File: src/sv/gdc_div_cell.sv
module gdc_div_cell #(
  parameter int DW = 32,
  parameter int QW = 32,
  parameter int SW = 1
) (
  input  logic          clk,
  input  logic          en,
  input  logic [DW-1:0] rem_i,
  input  logic [DW-1:0] den_i,
  input  logic [QW-1:0] q_i,
  input  logic [QW-1:0] nb_i,
  input  logic [SW-1:0] side_i,
  output logic [DW-1:0] rem_o,
  output logic [DW-1:0] den_o,
  output logic [QW-1:0] q_o,
  output logic [QW-1:0] nb_o,
  output logic [SW-1:0] side_o
);

  logic [DW:0]   t, diff;
  logic          ge;
  logic [DW-1:0] rem_nxt, rem_r, den_r;
  logic [QW-1:0] q_nxt, q_r, nb_nxt, nb_r;
  logic [SW-1:0] side_r;

  assign t       = {rem_i, nb_i[QW-1]};
  assign ge      = t >= {1'b0, den_i};
  assign diff    = t - {1'b0, den_i};
  assign rem_nxt = ge ? diff[DW-1:0] : t[DW-1:0];
  assign q_nxt   = {q_i[QW-2:0], ge};
  assign nb_nxt  = {nb_i[QW-2:0], 1'b0};

  always_ff @(posedge clk) begin
    if (en) begin
      rem_r  <= rem_nxt;
      den_r  <= den_i;
      q_r    <= q_nxt;
      nb_r   <= nb_nxt;
      side_r <= side_i;
    end
  end

  assign rem_o  = rem_r;
  assign den_o  = den_r;
  assign q_o    = q_r;
  assign nb_o   = nb_r;
  assign side_o = side_r;

endmodule

File: config.mk
export PLATFORM = sky130hd
export DESIGN_NAME = gdc_div_cell
export DESIGN_NICKNAME = d
export VERILOG_FILES = /design/src/sv/gdc_div_cell.sv
export SDC_FILE = /design/constraint.sdc
export NUM_CORES = 1
export LEC_CHECK = 0
export BUFFER_PORTS_ARGS = -buffer_cell sky130_fd_sc_hd__clkbuf_2
export CORE_UTILIZATION = 54
export CTS_BUF_LIST = sky130_fd_sc_hd__clkbuf_2 sky130_fd_sc_hd__clkbuf_4 sky130_fd_sc_hd__clkbuf_8
export DETAILED_ROUTE_END_ITERATION = 6
export MAX_ROUTING_LAYER = met4
export PLACE_DENSITY = 0.95
export SYNTH_ARGS = -nofsm -noshare
export SYNTH_HDL_FRONTEND = slang
export SYNTH_SLANG_ARGS = --single-unit
File: constraint.sdc
create_clock -name clk -period 3.9 [get_ports clk]
set_input_delay 0.39 -clock clk [delete_from_list [all_inputs] [get_ports clk]]
set_output_delay 0.39 -clock clk [all_outputs]
set_load 0.03 [all_outputs]
==> run summary <==
post-synthesis register bit count: 128
Final Max Tran Viols: 0
PD cells: 467.6 nW/um2
Synth async-reset ratio: 0%
combinational family with the most area after synthesis: compound AO/OA/AOI/OAI gates
final global-route overflow total: 0
DRT iter0 DRCs: 425
Final ANT Viol Nets: 0
slowest stage delay, CP: 0.43 ns
maxcap violations: 0
die extent in y: 109.0 um
Synth Area in Adders: 6.800%
Synth Warn #: 0
setup bufs post-CTS: 0
CTS hold repair buffers: 0
TritonCTS clock tree: done
number of gates resized after CTS: 0
Clock Path Buffers: 2
pin count of the biggest net entering global routing: 75
vias: 5048
die width: 109.0 um
Synth Area in Simple Gates: 8.460%
hold slack final: 0.1278 ns
area of the multi-input gates: 2048 um2
crit share post-route: 76.30%
iteration count of the initial detailed-routing pass: 5
library cells used by synthesis: 50
Final Hold Vio Count: 0
Layout area overhead: 28.48%
drt drc: 0
vias per inst: 5.578
worst-path maximum fanout: 41
worst slew margin relative to its limit: 52.01%
critical-path cell list: clkbuf_2 > inv_1 > ha_1 > and3_1 > nand4_1 > nor4b_1 > a21o_1 > o21a_2 > buf_12 > mux2_4
Avg WL per Cell: 18.53 um
CTS buffer count: 17
run status: finished clean
# port buffers: 257
post-DP HPWL: 12.69 mm
Post-Syn Nets: 653
CTS clk-pin slew, worst paths: 0.07 ns
row cnt: 38
Routed WL: 16.77 mm
Hold Path Stages: 1
Final Setup Violations: 0
most used flip-flop cell after synthesis: edfxtp_1
Min-Delay Endpoint: q_o[2]$_DFFE_PP_
setup TNS: 0 ns
FILL cells: 740
Post-synth EDFFs: 128
Period minus WS final: 2.976 ns
Tightest Hold Check Type: in2reg
Final #Nets: 915
Ports: 260
Worst-Margin Slew: 0.7198 ns
maximum VDD drop: 0.3096 mV
Cell Area, Synth: 6182 um2
Initial Util: 56.29%
sequential area share after synthesis: 62.17%
vias in the first global route: 4983
Synth Area in XOR/XNOR: 3.683%
hold path start: q_i[1]
fmax: 336.1 MHz
storage element area: 3844 um2
initial antenna violation count: 1
root buffer cell: clkbuf_8
Avg Cell Area, Syn: 12.64 um2
critical path arrival: 3.16 ns
die area: 11880 um2
compound-gate portion of the synthesized area: 11.84%
first-pass GRT wire length: 24.86 mm
Critical Path Start Type: primary input
Worst path slowest cell: nor4b_1
CTS Sinks: 128
layout cells sized above 1: 40.05%
Pleak: 3.644 nW
core area: 10980 um2
GPL Wtd Cong: 0.8769
post-synthesis mux area share: 2.267%
Req. time, crit path: 4.08 ns
unrepaired setup endpoints after global routing: no
Worst Setup End Kind: register
Post-Syn Instances: 489
GRT Util Overall: 29.47%
Crit Path Class: in2reg
htree depth: 4
[metrics by stage]
step           power [mW]  util, %  area, um2  std cells  worst slack (ns)
6_report            3.714    72.32       7943        905            0.9245
5_1_grt             3.861    72.32       7943        905            0.7945
4_1_cts             3.716    72.29       7940        904             1.012
3_5_place_dp        2.709    69.05       7584        872            0.5823
3_3_place_gp        2.669    69.05       7584        872            0.6676
2_1_floorplan       2.394        -       6182        489             1.158
[cells by family (layout without fill, tap and decap cells)]
logic type,count (synthesis),after routing
other,1,2
muxes,10,10
xor gates and xnor gates,26,26
DFF,128,128
adders and majority gates,33,33
and+or+nand+nor,107,107
buffers and inverters,64,339
AOI/OAI and AO/OA,120,120
[where the power goes]
part	leakage, nW	switching [mW]	internal [mW]
registers	1.25	0.0438	1.68
clock network	0.178	0.488	0.524
logic	2.21	0.652	0.322
total	3.64	1.18	2.53
[metal layers]
metal,wire [um],vias up,GRT usage (%)
met3,1373,62,7.651
met4,654,0,15.06
met5,0,-,-
met1,6234,2375,31.83
li1,-,2326,-
met2,8510,285,49.91
[synthesized netlist by cell type (all sizes together), types with 3 or more instances]
cell type	instances	area [um2]
xor2	10	87.58
nor3	3	15.01
o21a	6	45.04
clkbuf	6	22.52
nand2	24	90.09
inv	46	172.7
a2111oi	4	36.29
o31ai	7	52.55
nor2	37	138.9
nand4	8	50.05
edfxtp	128	3844
nand2b	7	43.79
a211oi	3	22.52
o21bai	5	37.54
mux2	8	120.1
a21o	8	60.06
and2	3	18.77
ha	32	400.4
xnor2	16	140.1
buf	12	96.33
nand3	8	40.04
a21oi	55	279.0
o21ai	21	105.1
[worst max-delay path by stage]
stage / from / to / slack [ns] / cells past startpoint
4_1_cts: den_i[23] / rem_o[20]$_DFFE_PP_ / 1.01 / 10
6_report: den_i[23] / rem_o[7]$_DFFE_PP_ / 0.92 / 10
3_3_place_gp: den_i[23] / rem_o[7]$_DFFE_PP_ / 0.67 / 10
3_5_place_dp: den_i[23] / rem_o[14]$_DFFE_PP_ / 0.58 / 10
5_1_grt: den_i[23] / rem_o[7]$_DFFE_PP_ / 0.79 / 10
2_1_floorplan: den_i[23] / rem_o[14]$_DFFE_PP_ / 1.16 / 11
[sequential cells by signal (all words and copies together) (netlist names)]
name	count
den_o	32
nb_o	31
side_o	1
q_o	32
rem_o	32
[worst max-delay path: cells and delay by family]
family	cells	cell delay, ns
buf+inv	3	0.40
simple gates	3	1.00
fa+ha+maj	1	0.41
mux	1	0.32
compound gates	2	0.61
[cell type report]
class	count	area share, %
Inverter	46	2.174
Timing Repair Buffer	261	16.92
Clock buffer	21	3.324
Multi-Input combinational cell	297	25.79
Sequential cell	128	48.39
Tap cell	140	2.205
Antenna cell	1	0.03151
Clock inverter	11	1.166
[placed cells by master, fill, tap and decap left out, types with 3 or more instances in the layout]
master / count
a2111oi_0: 3
a211oi_1: 3
a21o_1: 8
a21oi_1: 54
and2_1: 3
buf_4: 3
clkbuf_2: 256
clkbuf_4: 4
clkbuf_8: 17
clkinv_2: 3
clkinvlp_4: 3
edfxtp_1: 128
ha_1: 32
inv_1: 46
mux2_4: 8
nand2_1: 24
nand2b_1: 7
nand3_1: 8
nand4_1: 8
nor2_1: 37
nor3_1: 3
o21a_1: 5
o21ai_0: 17
o21ai_1: 4
o21bai_1: 5
o31ai_1: 7
xnor2_1: 16
xor2_1: 10
Power figures use the tool's default switching activity.
