===== src/sv/gdc_sqrt_cell.sv =====
module gdc_sqrt_cell #(
  parameter int W = 64,
  parameter int BIT = 0,
  parameter int SW = 1
) (
  input  logic           clk,
  input  logic           en,
  input  logic [W-1:0]   rem_i,
  input  logic [W/2-1:0] root_i,
  input  logic [SW-1:0]  side_i,
  output logic [W-1:0]   rem_o,
  output logic [W/2-1:0] root_o,
  output logic [SW-1:0]  side_o
);

  localparam int TW = W + 2;

  logic [TW-1:0]  trial;
  logic           ge;
  logic [W-1:0]   rem_nxt, rem_r;
  logic [W/2-1:0] root_nxt, root_r;
  logic [SW-1:0]  side_r;

  assign trial    = (TW'(root_i) << (BIT + 1)) + (TW'(1) << (2 * BIT));
  assign ge       = TW'(rem_i) >= trial;
  assign rem_nxt  = ge ? W'(TW'(rem_i) - trial) : rem_i;
  assign root_nxt = root_i | ((W/2)'(ge) << BIT);

  always_ff @(posedge clk) begin
    if (en) begin
      rem_r  <= rem_nxt;
      root_r <= root_nxt;
      side_r <= side_i;
    end
  end

  assign rem_o  = rem_r;
  assign root_o = root_r;
  assign side_o = side_r;

endmodule


===== config.mk =====
export PLATFORM = sky130hd
export DESIGN_NAME = gdc_sqrt_cell
export DESIGN_NICKNAME = d
export VERILOG_FILES = /design/src/sv/gdc_sqrt_cell.sv
export SDC_FILE = /design/constraint.sdc
export NUM_CORES = 1
export LEC_CHECK = 0
export BUFFER_PORTS_ARGS = -buffer_cell sky130_fd_sc_hd__clkbuf_2
export CORE_UTILIZATION = 47
export DETAILED_ROUTE_END_ITERATION = 7
export HOLD_SLACK_MARGIN = 0.08
export PLACE_DENSITY = 0.78
export SLEW_MARGIN = 30
export SYNTH_ARGS = -nofsm -noshare
export SYNTH_HDL_FRONTEND = slang
export SYNTH_SLANG_ARGS = --single-unit

===== constraint.sdc =====
create_clock -name clk -period 2.75 [get_ports clk]
set_clock_uncertainty 0.2 [all_clocks]
set_input_delay 0.1375 -clock clk [delete_from_list [all_inputs] [get_ports clk]]
set_output_delay 0.1375 -clock clk [all_outputs]
set_load 0.005 [all_outputs]

==> summary.md, run 1 <==
| Metric | Value |
|---|---|
| Top FF cell, synth | `edfxtp_1` |
| Fin crit share | `98.00%` |
| Mapped Cells | `593` |
| DP Worst Slack | `-0.3416 ns` |
| Nets@finish | `1128` |
| TritonRoute pass-1 iters | `5` |
| Unique masters post-synth | `63` |
| Cell Area, Synth | `6163 um2` |
| Diode count | `0` |
| CTS tree | `built` |
| GRT Resource Usage Total | `31.38%` |
| Antenna violations before repair | `0` |
| Congestion Overflow GR | `0` |
| Initial core utilization | `48.45%` |
| Global-route wire length before repair | `32390 um` |
| DRT iter0 DRCs | `554` |
| Die Wd | `116.5 um` |
| Row count | `41` |
| Post-DRT Antenna Nets | `0` |
| CP startpoint kind | `input pin` |
| Post-layout util | `75.62%` |
| Avg Cell Area, Syn | `10.39 um2` |
| Final slew viol count | `0` |
| Setup_tns | `0 ns` |
| Commonest non-fill, non-tap cell in the layout | `clkbuf_2` |
| Final RePlAce weighted congestion | `0.9131` |
| Post-synthesis sequential area ratio | `47.26%` |
| Area of the core | `12720 um2` |
| Die area | `13580 um2` |
| Post-route DRC violation count | `0` |
| RSZ-0062 raised after global routing | `true` |
| Routed len/inst | `18.18 um` |
| Total wire length | `21310 um` |
| FMAX | `371.1 MHz` |
| Total clock buffers created by CTS | `9` |
| Worst-Margin Slew | `0.9917 ns` |
| Met2 routed WL | `10590 um` |
| Clock transition at path regs | `0.07 ns` |
| Clk buf depth | `2` |
| PD cells | `483.2 nW/um2` |
| Via/cell ratio | `5.712` |
| Final WS setup | `0.05513 ns` |
| CTS Sinks | `97` |
| Port Buffers | `195` |
| EDFF count, synth | `97` |
| Io pins | `196` |
| Pleak | `4.163 nW` |
| Final hold vios | `0` |
| Share of cells above drive strength 1 | `37.00%` |
| Met3 wire len | `1582 um` |
| Synthesized Nets | `726` |
| H-tree Lvls | `3` |
| Critical path class | `in -> reg` |
| Die height | `116.5 um` |
| DR vias | `6695` |
| Vias in the first global route | `6738` |
| Worst EP required | `2.63 ns` |
| Max layer used | `met4` |
| Worst Path Max Fanout | `17` |
| Final setup viols | `0` |
| Crit path time final | `2.695 ns` |
| Total power | `0.004648 W` |
| Max Cap Viol | `0` |
| Worst hold path type | `in -> reg` |
| Ys async rst share | `0%` |
| Flops & latches, synth | `97` |
| Largest net degree at the start of global routing | `59` |
| Crit end category | `flop` |
| Root buffer cell | `clkbuf_16` |
| Max_slew headroom | `33.64%` |
| Most frequent cells in the layout | `193 x clkbuf_2, 121 x buf_4, 98 x dlygate4sd3_1` |
| VDD IR max | `0.3129 mV` |
| Area Growth Syn to Fin | `56.09%` |
| Worst EP arrival | `2.57 ns` |
| Yosys warns | `0` |
| Met1 Wirelength | `7789 um` |
| Hold Worst Slack | `0.1022 ns` |
| Status | `completed` |
| DP HPWL | `13840 um` |
[power by group]
| part | leakage [nW] | internal (W) | total, W | switching (W) |
|---|---|---|---|---|
| clock network | 0.160 | 0.000886 | 0.00147 | 0.000580 |
| logic | 3.05 | 0.000650 | 0.00130 | 0.000650 |
| registers | 0.950 | 0.00183 | 0.00188 | 0.0000527 |
[timing repair]
action                                  in CTS  in global routing
endpoints found under the setup margin      13                 47
gates resized for setup                      1                 18
buffers inserted                             0                  3
pin swaps                                    0                  9
endpoints found under the hold margin       97                  0
gates cloned                                 0                  1
hold buffers                                98                  0
[cells in the mapped netlist (6+ instances only)]
master	n	area (um2)
edfxtp_1	97	2913
nand2_1	63	236.5
xnor2_1	41	359.1
a21oi_1	39	195.2
o21ai_0	35	175.2
inv_1	34	127.6
ha_1	33	412.9
nor2_1	27	101.4
nand4_1	22	137.6
xor2_1	22	192.7
clkbuf_1	20	75.07
a21o_1	15	112.6
nor3_1	15	75.07
o21ai_1	15	75.07
nand3_1	11	55.05
o211ai_1	8	60.06
nand2b_1	7	43.79
nor2b_1	7	43.79
nor4_1	6	37.54
o21bai_1	6	45.04
[area by class of cell]
class | count | area (um2)
clock inverter | 6 | 106.4
fill | 839 | 3102
clock buffer | 10 | 229.0
tap | 172 | 215.2
multi-input combinational | 436 | 3108
sequential | 97 | 2913
inverter | 35 | 131.4
timing repair buffer | 416 | 2918
[per-layer routing]
| layer | vias up | GRT usage, % |
|---|---|---|
| li1 | 3003 | - |
| met1 | 3160 | 34.45 |
| met2 | 412 | 54.91 |
| met3 | 120 | 5.345 |
| met4 | 0 | 22.65 |
| met5 | - | 0 |
[registers in the layout, indices dropped and copies added, names as in the netlist]
name    count
side_o      1
rem_o      64
root_o     32
[worst paths after layout]
| path | endpoint | start | slack (ns) | cells after the start |
|---|---|---|---|---|
| setup / recovery | rem_o[62] | root_i[31] | 0.06 | 12 |
| hold / removal | rem_o[51] | en | 0.10 | 1 |
[cell families after synthesis]
kind of cell / Yosys count / share of synthesized area, %
buffers and inverters: 61 / 4.202
multiplexers: 1 / 0.1827
flip-flops: 97 / 47.26
AO/OA/AOI/OAI: 148 / 15.94
adder cells (fa/ha/maj): 34 / 7.024
XOR/XNOR: 63 / 8.952
AND/OR/NAND/NOR: 189 / 16.44
[critical path, cell delays in order]
cell and delay [ns]:
clkbuf_2 0.09, inv_1 0.04, ha_1 0.28, or4b_4 0.49, nor4_4 0.16, buf_4 0.19
inv_2 0.04, a211oi_2 0.25, a311oi_4 0.11, buf_4 0.24, a2111oi_2 0.38, xor2_1 0.17
[metrics by stage]
step                      cells  cell area, um2
final                      1172            9620
after global routing       1172            9620
after CTS                  1168            9493
after detailed placement   1054            8172
after global placement     1054            8172
after floorplan             593            6192
Note: power is estimated with default switching activity, not from simulation.
==> inputs of run 2 (changes only) <==
--- a/config.mk
+++ b/config.mk
@@ -9,7 +9,7 @@
 export CORE_UTILIZATION = 47
 export DETAILED_ROUTE_END_ITERATION = 7
 export HOLD_SLACK_MARGIN = 0.08
-export PLACE_DENSITY = 0.78
+export PLACE_DENSITY_LB_ADDON = 0.08
 export SLEW_MARGIN = 30
 export SYNTH_ARGS = -nofsm -noshare
 export SYNTH_HDL_FRONTEND = slang
==> run 2 against run 1 <==
Effect of this change:
- final cell count is 1.4% higher
- wire length shrank 11%
- hold slack lost 0.022 ns
- via count shrank 7.2%
- first-iteration DRC count fell by 31%
- critical path type unchanged
- highest routed layer unchanged
==> summary.md, run 2 (synthesis results as in run 1) <==
| Metric | Value |
|---|---|
| Status | `completed` |
| Pleak | `4.234 nW` |
| Largest net degree at the start of global routing | `42` |
| Area of the core | `12720 um2` |
| Final RePlAce weighted congestion | `0.8662` |
| CTS Sinks | `97` |
| Fin crit share | `99.43%` |
| Total power | `0.004383 W` |
| Final setup viols | `0` |
| PD cells | `447.1 nW/um2` |
| Final slew viol count | `0` |
| Io pins | `196` |
| Nets@finish | `1144` |
| Commonest non-fill, non-tap cell in the layout | `clkbuf_2` |
| VDD IR max | `0.3377 mV` |
| Critical path class | `in -> reg` |
| Final hold vios | `0` |
| Crit end category | `flop` |
| CP top delay family | `buffers and inverters` |
| TritonRoute pass-1 iters | `5` |
| Buf/Inv on CP | `5` |
| Clk buf depth | `2` |
| Post-DRT Antenna Nets | `0` |
| DR vias | `6213` |
| Post-layout util | `77.06%` |
| Crit-path most repeated cell | `buf_4` |
| Critical Path, Cell by Cell | `dlygate4sd3_1 > clkbuf_2 > nor3_2 > nand2b_1 > nor3_1 > buf_4 > nand4_2 > a311oi_4 > buf_4 > buf_6 > mux2_1` |
| Congestion Overflow GR | `0` |
| Initial core utilization | `48.45%` |
| DRT iter0 DRCs | `380` |
| Most frequent cells in the layout | `194 x clkbuf_2, 132 x buf_4, 99 x dlygate4sd3_1` |
| H-tree Lvls | `3` |
| Worst hold path type | `in -> reg` |
| Max reg flops | `64` |
| Post-route DRC violation count | `0` |
| Antenna violations before repair | `0` |
| Root buffer cell | `clkbuf_16` |
| Global-route wire length before repair | `28320 um` |
| FMAX | `365.7 MHz` |
| Die Wd | `116.5 um` |
| CP max stage cell | `dlygate4sd3_1` |
| Via/cell ratio | `5.230` |
| Worst EP required | `2.65 ns` |
| Total wire length | `19040 um` |
| Row count | `41` |
| Max_slew headroom | `49.99%` |
| Crit path largest cell delay | `0.54 ns` |
| Die height | `116.5 um` |
| CTS tree | `built` |
| GRT Resource Usage Total | `27.11%` |
| Worst Path Max Fanout | `3` |
| Area Growth Syn to Fin | `59.05%` |
| Max Cap Viol | `0` |
| Crit path time final | `2.734 ns` |
| Diode count | `0` |
| Share of cells above drive strength 1 | `38.09%` |
| DP HPWL | `13030 um` |
| Clock transition at path regs | `0.07 ns` |
| Total clock buffers created by CTS | `9` |
| Vias in the first global route | `6001` |
| Worst EP arrival | `2.64 ns` |
| Port Buffers | `195` |
| CP startpoint kind | `input pin` |
| Die area | `13580 um2` |
| Worst-Margin Slew | `0.7432 ns` |
| Fillcell total | `895` |
| Routed len/inst | `16.03 um` |
-- run 2: cell count changes in the layout (fill, tap and decap cells not counted), sizes merged --
cell and change:
dlygate4sd3 +1, inv +1, bufinv -3, clkinv +3, buf +14
-- run 2: per-layer routing --
layer / global-route usage, % / share of wire, % / up-vias / wire length, um
li1: - / - / 3028 / -
met1: 34.43 / 43 / 2903 / 8209
met2: 46.86 / 49 / 244 / 9256
met3: 3.581 / 5.7 / 38 / 1079
met4: 10.51 / 2.6 / 0 / 498
met5: 0 / 0 / - / 0
-- run 2: stage by stage --
step | TNS (ns) | instance area, um2 | cells | setup slack (ns) | hold slack [ns]
after floorplan | -0.06021 | 6192 | 593 | -0.02115 | 0.03637
after global placement | -15.02 | 8247 | 1064 | -0.3892 | 0.1189
after detailed placement | -16.75 | 8247 | 1064 | -0.4249 | 0.1301
after CTS | 0 | 9505 | 1178 | 0.01592 | -0.06850
after global routing | -2.697 | 9803 | 1188 | -0.09910 | 0.1080
final | 0 | 9803 | 1188 | 0.01559 | 0.08033
-- run 2: timing repair --
action	in CTS	in global routing
gates resized for setup	1	31
cloned	0	1
buffers inserted	0	8
endpoints found under the setup margin	13	53
hold endpoints to repair	97	1
hold buffers	98	1
pin swaps	0	15
-- run 2: final timing paths --
check             depth (start not counted)  startpoint          to
hold / removal                            1          en  root_o[28]
setup / recovery                         11   rem_i[51]    rem_o[1]
-- run 2: power by group --
group	switching [W]	total, W	internal (W)	leakage (nW)
clock network	0.000587	0.00120	0.000613	0.131
logic	0.000629	0.00131	0.000678	3.15
registers	0.0000473	0.00188	0.00183	0.950
total	0.00126	0.00438	0.00312	4.23
-- run 2: layout make-up --
class	count	area, um2	area share, %
tap	172	215.2	2.195
clock inverter	7	46.29	0.4722
sequential	97	2913	29.71
multi-input combinational	436	3214	32.79
timing repair buffer	432	3058	31.19
inverter	35	131.4	1.340
clock buffer	9	225.2	2.297
==> inputs of run 3 (changes only) <==
--- a/config.mk
+++ b/config.mk
@@ -6,10 +6,12 @@
 export NUM_CORES = 1
 export LEC_CHECK = 0
 export BUFFER_PORTS_ARGS = -buffer_cell sky130_fd_sc_hd__clkbuf_2
+export CAP_MARGIN = 0
 export CORE_UTILIZATION = 47
 export DETAILED_ROUTE_END_ITERATION = 7
 export HOLD_SLACK_MARGIN = 0.08
 export PLACE_DENSITY_LB_ADDON = 0.08
+export RECOVER_POWER = 25
 export SLEW_MARGIN = 30
 export SYNTH_ARGS = -nofsm -noshare
 export SYNTH_HDL_FRONTEND = slang
==> run 3 against run 2 <==
Effect of this change:
- the flow now finishes with violations (max-capacitance violations, max-slew violations)
- hold slack better by 0.051 ns
- worst setup slack worse by 0.0023 ns
- final cell count stayed put
- first-iteration DRC count is 2.6% higher
- sequential cell count stayed put
- power hardly changed
- critical path depth stayed put
- clock-buffer cell count stayed put
- critical endpoint unchanged
==> summary.md, run 3 (synthesis results as in run 1) <==
| Metric | Value |
|---|---|
| Status | `finished with violations` |
| Failing checks | `max-capacitance violations, max-slew violations` |
| Post-Layout Inst Area | `9783 um2` |
| Fin crit share | `99.52%` |
| Worst EP required | `2.65 ns` |
| H-tree Lvls | `3` |
| Most frequent cells in the layout | `181 x clkbuf_2, 127 x buf_4, 99 x dlygate4sd3_1` |
| Io pins | `196` |
| Total clock buffers created by CTS | `9` |
| Diode count | `0` |
| Max Cap Viol | `1` |
| Row count | `41` |
| Final setup viols | `0` |
| Die height | `116.5 um` |
| Critical Path, Cell by Cell | `dlygate4sd3_1 > clkbuf_2 > nor3_2 > nand2b_1 > nor3_1 > buf_4 > nand4_2 > a311oi_4 > buf_4 > buf_6 > mux2_1` |
| Max_slew headroom | `-47.81%` |
| Routed len/inst | `16.04 um` |
| Largest net degree at the start of global routing | `42` |
| Worst Path Max Fanout | `3` |
| Die Wd | `116.5 um` |
| Dpl cell area | `8247 um2` |
| Setup_tns | `0 ns` |
| Worst hold path type | `in -> reg` |
| Clock transition at path regs | `0.07 ns` |
| Nets@finish | `1144` |
| Buf/Inv on CP | `5` |
| Pleak | `4.191 nW` |
| CTS Sinks | `97` |
| Share of cells above drive strength 1 | `36.71%` |
| CP startpoint kind | `input pin` |
| TritonRoute pass-1 iters | `4` |
| Final hold vios | `0` |
| Final WS setup | `0.01332 ns` |
| DP HPWL | `13030 um` |
| FMAX | `365.4 MHz` |
| Final RePlAce weighted congestion | `0.8662` |
| Global-route wire length before repair | `28320 um` |
| VDD IR max | `0.3357 mV` |
| Clk buf depth | `2` |
| Fillcell total | `907` |
| Post-DRT Antenna Nets | `0` |
| Root buffer cell | `clkbuf_16` |
| PD cells | `448.3 nW/um2` |
| Crit path largest cell delay | `0.54 ns` |
| Area Growth Syn to Fin | `58.73%` |
| Initial core utilization | `48.45%` |
| Die area | `13580 um2` |
| Area of the core | `12720 um2` |
| Max reg flops | `64` |
| Critical path depth in cells | `11` |
| Crit-path most repeated cell | `buf_4` |
| Congestion Overflow GR | `0` |
| Worst EP arrival | `2.64 ns` |
| CP top delay family | `buffers and inverters` |
| Critical path class | `in -> reg` |
| Via/cell ratio | `5.233` |
| Antenna violations before repair | `0` |
| Vias in the first global route | `6001` |
| Final slew viol count | `41` |
| DRT iter0 DRCs | `390` |
| DP Worst Slack | `-0.4249 ns` |
| DR vias | `6217` |
| Worst-Margin Slew | `2.217 ns` |
| Port Buffers | `195` |
| Crit path time final | `2.737 ns` |
| GRT Resource Usage Total | `27.11%` |
| Hold Crit Depth | `5` |
| Crit end category | `flop` |
| Commonest non-fill, non-tap cell in the layout | `clkbuf_2` |
| Hold Worst Slack | `0.1309 ns` |
| Post-route DRC violation count | `0` |
| Total wire length | `19050 um` |
| CTS tree | `built` |
| CP max stage cell | `dlygate4sd3_1` |
| Total power | `0.004385 W` |
run 3: final timing paths:
path / start / end / slack, ns
max: rem_i[51] / rem_o[1] / 0.01
min: rem_i[43] / rem_o[44] / 0.13
run 3: repair_timing:
item,in CTS,in global routing
gates resized for setup,1,31
endpoints found under the hold margin,97,1
pin swaps,0,15
hold buffers,98,1
buffers inserted,0,8
setup endpoints to repair,13,53
cloned,0,1
run 3: through the flow:
stage          instances  util (%)
3_3_place_gp        1064     64.82
4_1_cts             1178     74.71
5_1_grt             1188     76.90
2_1_floorplan        593         -
3_5_place_dp        1064     64.82
6_report            1188     76.90
run 3: per-layer routing:
layer / track usage (%) / share of wire [%] / wire, um / vias to the layer above
li1: - / - / - / 3032
met4: 10.51 / 2.6 / 503 / 0
met5: 0 / 0 / 0 / -
met1: 34.43 / 44 / 8293 / 2895
met2: 46.86 / 48 / 9227 / 251
met3: 3.581 / 5.4 / 1027 / 39
run 3: final cells by class:
cell class / instances / area [um2] / share of cell area, %
Tap cell: 172 / 215.2 / 2.200
Clock inverter: 7 / 46.29 / 0.4732
Timing Repair Buffer: 432 / 3038 / 31.05
Sequential cell: 97 / 2913 / 29.77
Multi-Input combinational cell: 436 / 3214 / 32.86
Clock buffer: 9 / 225.2 / 2.302
Inverter: 35 / 131.4 / 1.343
run 3: where the power goes:
group,switching (W),internal (W)
Combinational,0.000630,0.000675
Clock,0.000590,0.000613
Sequential,0.0000473,0.00183
Total,0.00127,0.00312
